File: src/rtl/ppf_pkg.sv
`default_nettype none
// ----------------------------------------------------------------------------
// ppf_pkg: shared types and constants for the path point frame block
// Widths, unit constant and the state codes of both sequencers.
// ----------------------------------------------------------------------------
package ppf_pkg;

  localparam int PointW = 32;
  localparam int UnitW  = 16;
  localparam int MagW   = 48;            // cross product magnitudes below 2^47
  localparam int RedW   = 20;            // magnitudes after scaling, below 2^20
  localparam int SumW   = 42;            // sum of three squares below 2^42
  localparam int RootW  = 21;
  localparam int QW     = 15;            // quotient, at most 16384

  localparam logic [QW-1:0] UnitOne = 15'd16384;

  typedef enum logic [2:0] {
    U_IDLE,
    U_SCALE,
    U_SQ,
    U_ROOT,
    U_DIV,
    U_DONE
  } unit_state_t;

  typedef enum logic [2:0] {
    F_IDLE,
    F_NRM,
    F_NWAIT,
    F_LEFT,
    F_LWAIT,
    F_OUT
  } frame_state_t;

endpackage : ppf_pkg
`default_nettype wire

File: src/rtl/ppf_unit.sv
`default_nettype none
// ----------------------------------------------------------------------------
// ppf_unit: vector normalizer
// Scales a 3-vector to 20 bits, squares, takes a bit-pair serial square root
// and forms each Q2.14 component by restoring division, one bit a cycle.
// ----------------------------------------------------------------------------
module ppf_unit (
  input  wire                    clk,
  input  wire                    rst,
  input  wire                    start,
  input  wire  signed [ppf_pkg::MagW:0] vx,
  input  wire  signed [ppf_pkg::MagW:0] vy,
  input  wire  signed [ppf_pkg::MagW:0] vz,
  output logic                   done,
  output logic signed [ppf_pkg::UnitW-1:0] ux,
  output logic signed [ppf_pkg::UnitW-1:0] uy,
  output logic signed [ppf_pkg::UnitW-1:0] uz
);
  import ppf_pkg::*;

  unit_state_t state, state_next;
  logic [MagW-1:0] mag [3];
  logic            neg [3];
  logic [1:0]      idx;
  logic [5:0]      cnt;
  logic [SumW-1:0] sum;
  logic [SumW-1:0] rem;
  logic [RootW-1:0] root;
  logic [16:0]       dnum;
  logic [RootW+1:0]  drem;
  logic [QW+1:0]     quo;
  logic signed [UnitW-1:0] res [3];

  logic [MagW-1:0] maxm;
  logic [RedW-1:0] cur;
  logic [2*RedW-1:0] sq;
  logic [RootW+1:0] dtrial;
  logic [QW+1:0]    qfin;

  always_comb begin
    maxm = (mag[0] | mag[1]) | mag[2];
    cur  = mag[idx][RedW-1:0];
    sq   = cur * cur;
    dtrial = {drem[RootW:0], dnum[16]} - {1'b0, root, 1'b0};
    qfin = (quo + 17'd1) >> 1;
    state_next = state;
    unique case (state)
      U_IDLE:  if (start) state_next = U_SCALE;
      U_SCALE: if (maxm[MagW-1:RedW] == '0) state_next = U_SQ;
      U_SQ:    if (idx == 2'd2) state_next = U_ROOT;
      U_ROOT:  if (cnt == 6'd20) state_next = (sum == '0 && root == '0 && rem == '0)
                                  ? U_DONE : U_DIV;
      U_DIV:   if (cnt == 6'd17 && idx == 2'd2) state_next = U_DONE;
      U_DONE:  state_next = U_IDLE;
      default: state_next = U_IDLE;
    endcase
  end

  logic [SumW-1:0] tr;
  logic [SumW-1:0] rt;
  always_comb begin
    tr = {rem[SumW-3:0], sum[SumW-1 -: 2]};
    rt = {{(SumW-RootW-2){1'b0}}, root, 2'b01};
  end

  always_ff @(posedge clk) begin
    if (rst) begin
      state <= U_IDLE;
    end else begin
      state <= state_next;
    end
    done <= (state == U_DONE);
    unique case (state)
      U_IDLE: begin
        if (start) begin
          neg[0] <= vx < 0; neg[1] <= vy < 0; neg[2] <= vz < 0;
          mag[0] <= vx < 0 ? MagW'(-vx) : MagW'(vx);
          mag[1] <= vy < 0 ? MagW'(-vy) : MagW'(vy);
          mag[2] <= vz < 0 ? MagW'(-vz) : MagW'(vz);
        end
        idx <= '0; sum <= '0;
      end
      U_SCALE: begin
        // shift right one bit a cycle until all fit in 20 bits
        if (maxm[MagW-1:RedW] != '0) begin
          mag[0] <= mag[0] >> 1; mag[1] <= mag[1] >> 1; mag[2] <= mag[2] >> 1;
        end
      end
      U_SQ: begin
        sum <= sum + SumW'(sq);
        idx <= idx + 2'd1;
        cnt <= '0; rem <= '0; root <= '0;
      end
      U_ROOT: begin
        // two radicand bits per cycle
        if (tr >= rt) begin
          rem  <= tr - rt;
          root <= {root[RootW-2:0], 1'b1};
        end else begin
          rem  <= tr;
          root <= {root[RootW-2:0], 1'b0};
        end
        sum <= {sum[SumW-3:0], 2'b00};
        cnt <= cnt + 6'd1;
        if (cnt == 6'd20) begin
          idx <= '0;
          res[0] <= '0; res[1] <= '0; res[2] <= '0;
        end
        if (cnt == 6'd20) begin
          // mag*65536 / 2L: preload the high part, feed the last 17 bits
          cnt <= '0;
          quo <= '0;
          drem <= {4'd0, mag[0][RedW-1:1]};
          dnum <= {mag[0][0], 16'd0};
        end
      end
      U_DIV: begin
        // quotient of mag*32768 / L, one bit a cycle, then round halves up
        if (cnt < 6'd17) begin
          if (!dtrial[RootW+1]) begin
            drem <= dtrial;
            quo  <= {quo[QW:0], 1'b1};
          end else begin
            drem <= {drem[RootW:0], dnum[16]};
            quo  <= {quo[QW:0], 1'b0};
          end
          dnum <= dnum << 1;
          cnt  <= cnt + 6'd1;
        end else begin
          res[idx] <= neg[idx] ? -$signed({1'b0, (qfin > UnitOne ? UnitOne : QW'(qfin))})
                               :  $signed({1'b0, (qfin > UnitOne ? UnitOne : QW'(qfin))});
          idx  <= idx + 2'd1;
          cnt  <= '0; quo <= '0;
          drem <= {4'd0, mag[idx == 2'd2 ? 2'd0 : idx + 2'd1][RedW-1:1]};
          dnum <= {mag[idx == 2'd2 ? 2'd0 : idx + 2'd1][0], 16'd0};
        end
      end
      U_DONE: begin
        ux <= res[0]; uy <= res[1]; uz <= res[2];
      end
      default: ;
    endcase
  end

endmodule : ppf_unit
`default_nettype wire

File: config.mk
export PLATFORM = sky130hd
export DESIGN_NAME = ppf_unit
export DESIGN_NICKNAME = d
export VERILOG_FILES = /design/src/rtl/ppf_pkg.sv /design/src/rtl/ppf_unit.sv
export SDC_FILE = /design/constraint.sdc
export NUM_CORES = 2
export LEC_CHECK = 0
export BUFFER_PORTS_ARGS = -buffer_cell sky130_fd_sc_hd__buf_2
export CAP_MARGIN = 10
export CORE_ASPECT_RATIO = 0.9
export CORE_MARGIN = 3
export CORE_UTILIZATION = 25
export CTS_BUF_LIST = sky130_fd_sc_hd__clkbuf_2
export CTS_CLUSTER_DIAMETER = 200
export DETAILED_ROUTE_END_ITERATION = 16
export MAX_ROUTING_LAYER = met4
export PLACE_DENSITY = 0.36
export SLEW_MARGIN = 40
export SYNTH_ARGS = -nofsm -noshare
export SYNTH_HDL_FRONTEND = slang
export SYNTH_SLANG_ARGS = --single-unit
File: constraint.sdc
create_clock -name clk -period 11.15 [get_ports clk]
set_clock_uncertainty 0.1 [all_clocks]
set_input_delay 2.23 -clock clk [delete_from_list [all_inputs] [get_ports clk]]
set_output_delay 2.23 -clock clk [all_outputs]
set_load 0.05 [all_outputs]
==> flow_metrics.tcl <==
set metrics [dict create \
    status "complete, no violations" \
    synth-main-ff-cell "edfxtp_1" \
    final_layout_size_suffix_gt1_frac 0.118 \
    synthToLayoutAreaGrowth_pct 11.5 \
    crit_fanout 16 \
    synth_edf_count 396 \
    critical_path_required_ns 12.24 \
    routed.top_layer "met4" \
    wl_per_cell_um 20.7 \
    fp.dieH_um 367 \
    holdBufCountCts 0 \
    numClockSinks 402 \
    globalplace.congestion 0.878 \
    first_pass_grt_wire_length_um 186000 \
    post-route-util 0.283 \
    netlist_area_um2 36100 \
    clk-insertion-delay-late_ns 1.42 \
    timing.slew.headroom 0.387 \
    worst-endpoint-arrival_ns 10.95 \
    buffer_ports.inserted 198 \
    cts_buffers 119 \
    synth.lib_cells_used.distinct 77 \
    pin_count 199 \
    slowest_stage "a311oi_1" \
    type_of_the_worst_setup_path "reg2reg" \
    rsz_0062_raised_after_global_routing "no" \
    critPathCaptureType "flip-flop" \
    clockBufferDepth 3 \
    synth-async-reset-ratio 0 \
    wl_met2_um 51800 \
    drtIter0Drc 1693 \
    antenna_left 0 \
    vias_in_the_first_global_route 28300 \
    cell_type_group_with_the_largest_total_delay_on_the_critical_path "adder cells" \
    timing.max_cap.violations 0 \
    dp_worst_setup_slack_ns 1.25 \
    wl_met3_um 5070 \
    cts_resized 0 \
    timing.setup.tns_ns 0 \
    synth.avg_cell_area_um2 9.49 \
    yosys-top-cells-area "edfxtp_1, fa_1, ha_1, inv_1, nand2_1" \
    setup_slack_ns 1.29 \
    maxSlewViolCount 0 \
    cts_setup_buffers 0 \
    met1Wirelength_um 64100 \
    number_of_nets_in_the_synthesized_netlist 4484 \
    rows 131 \
    synth_largest_type_area_fraction 0.329 \
    clk_pin_slew_worst_paths_ns 0.12 \
    fmax_ghz 0.101 \
    dp_hpwl_um 97000 \
    chipWidth_um 407 \
    grt_antenna_before_repair 14 \
    grt_max_degree 236 \
    floorplan.initialDensity 0.253 \
    remaining_drc_errors 0 \
    htree_levels 3 \
    worst_slew_pin_slew_ns 0.912 \
    synthCells 3807 \
    overflow 0 \
    fin_hold_ws_ns 0.315 \
    wirelength_um 123000 \
    crit_buf_inv 5 \
    core_outline_area_um2 143000 \
    worst_setup_path_start_kind "flip-flop" \
    ctsRootBufferMaster "clkbuf_2" \
    fin_crit_ns 9.86 \
    tritoncts "done" \
    design.die.area_um2 149000 \
    final.period_utilization 0.885 \
    critical_path.most_common_cell "fa_1" \
    vias_per_cell 4.66 \
    worst_path_largest_cell_delay_ns 0.61 \
    ys_seq_area_frac 0.332 \
    final_net_count 4672 \
    finalHoldViolCount 0 \
    finalSetupViolCount 0 \
    post-synth-top-area-cell "edfxtp_1" \
    synth_seq_cells 402 \
    drt_pass1_iterations 6 \
    vias 27700 \
    worstHoldPathType "reg2reg" \
    yosysWarningCount 0 \
    grt_util_all_layers 0.170 \
]
-- routing by layer --
metal / global-route usage / vias up
met3: 0.0255 / 161
met5: - / -
met1: 0.257 / 13600
met4: 0.0399 / 0
met2: 0.235 / 589
li1: - / 13400
-- sequential cells by signal, indices dropped and copies added (netlist names), named ones only --
register,count
cnt,6
quo,17
sum,42
neg,3
rem,42
idx,2
uy,16
mag,144
root,21
dnum,1
state,3
done,1
uz,16
ux,16
res,48
drem,22
-- final timing paths --
| kind | slack, ns | endpoint | cells past startpoint | start |
|---|---|---|---|---|
| worst max-delay path | 1.29 | sum[33] | 26 | flip-flop |
| worst min-delay path | 0.31 | uz[8] | 0 | res[2][8] |
| worst max register to register | 1.29 | sum[33] | 26 | flip-flop |
| worst min register to register | 0.31 | uz[8] | 0 | res[2][8] |
-- worst register-to-register path, stage by stage (launching register included) --
cell      delay (ns)
dfxtp_1         0.52
buf_4           0.37
mux2i_1         0.23
o21a_1          0.58
inv_1           0.61
nand2_1         0.32
inv_1           0.09
fa_1            0.48
fa_1            0.53
fa_1            0.53
fa_1            0.53
fa_1            0.52
fa_1            0.55
inv_1           0.05
fa_1            0.53
inv_1           0.08
ha_1            0.40
a21o_1          0.21
a21oi_1         0.15
nor2b_1         0.07
a311oi_1        0.61
o21ai_0         0.38
a31oi_1         0.41
o21ai_0         0.16
a21oi_1         0.30
o211ai_1        0.13
and4_1          0.19
-- stage by stage --
stage,std cells,area (um^2)
floorplan,3807,36100
global placement,5735,39200
detailed placement,5735,39200
CTS,5939,40200
global route,5951,40300
finish,5951,40300
-- cell usage in the layout (no fill, tap or decap), types with 29 or more instances in the layout --
cell,Yosys,final
a21o_1,44,44
a21oi_1,171,169
and3_1,37,36
buf_2,0,195
buf_4,0,32
clkbuf_2,0,175
edfxtp_1,396,396
fa_1,324,324
ha_1,203,203
inv_1,528,527
mux2i_1,64,64
nand2_1,434,426
nand3_1,42,42
nand4_1,29,29
nor2_1,322,322
nor3_1,50,49
nor4_1,57,53
o21ai_0,292,284
o31ai_1,48,48
or3_1,29,29
or4_1,29,29
xnor2_1,68,68
xor2_1,173,173
-- cell usage after synthesis, drive strengths merged (15+ instances only) --
library cell / instances
clkbuf: 149
inv: 529
fa: 324
buf: 15
xor2: 173
nor3: 50
xnor2: 68
a31oi: 18
o31ai: 50
and3: 37
a21oi: 171
nand2b: 21
nor2: 322
o21a: 30
nor2b: 24
or3: 33
or4: 34
a21o: 44
mux2i: 64
edfxtp: 396
nand4: 29
o41ai: 21
nor4: 59
nand2: 434
o21ai: 300
ha: 203
nand3: 42
a211oi: 18
-- area by class of cell --
cell class                      count  area, um^2
Clock inverter                     29         138
Fill cell                       15300      102000
Multi-Input combinational cell   2707       21600
Timing Repair Buffer              231        1290
Sequential cell                   402       12000
Clock buffer                      175         876
Tap cell                         1862        2330
Inverter                          534        2000
Antenna cell                       11        27.5
-- cells by family (layout without fill, tap and decap cells) --
family	count (synthesis)	count (layout)	synth area share
and+or+nand+nor	1134	1134	0.145
AOI/OAI and AO/OA	735	735	0.123
buffers and inverters	698	969	0.0725
adders and majority gates	527	527	0.250
DFF	402	402	0.332
xor gates and xnor gates	241	241	0.0584
muxes	70	70	0.0196
other	0	11	0
Power is not shown: default switching activity piles up to over one toggle a cycle in this logic, so the estimate is an artifact.
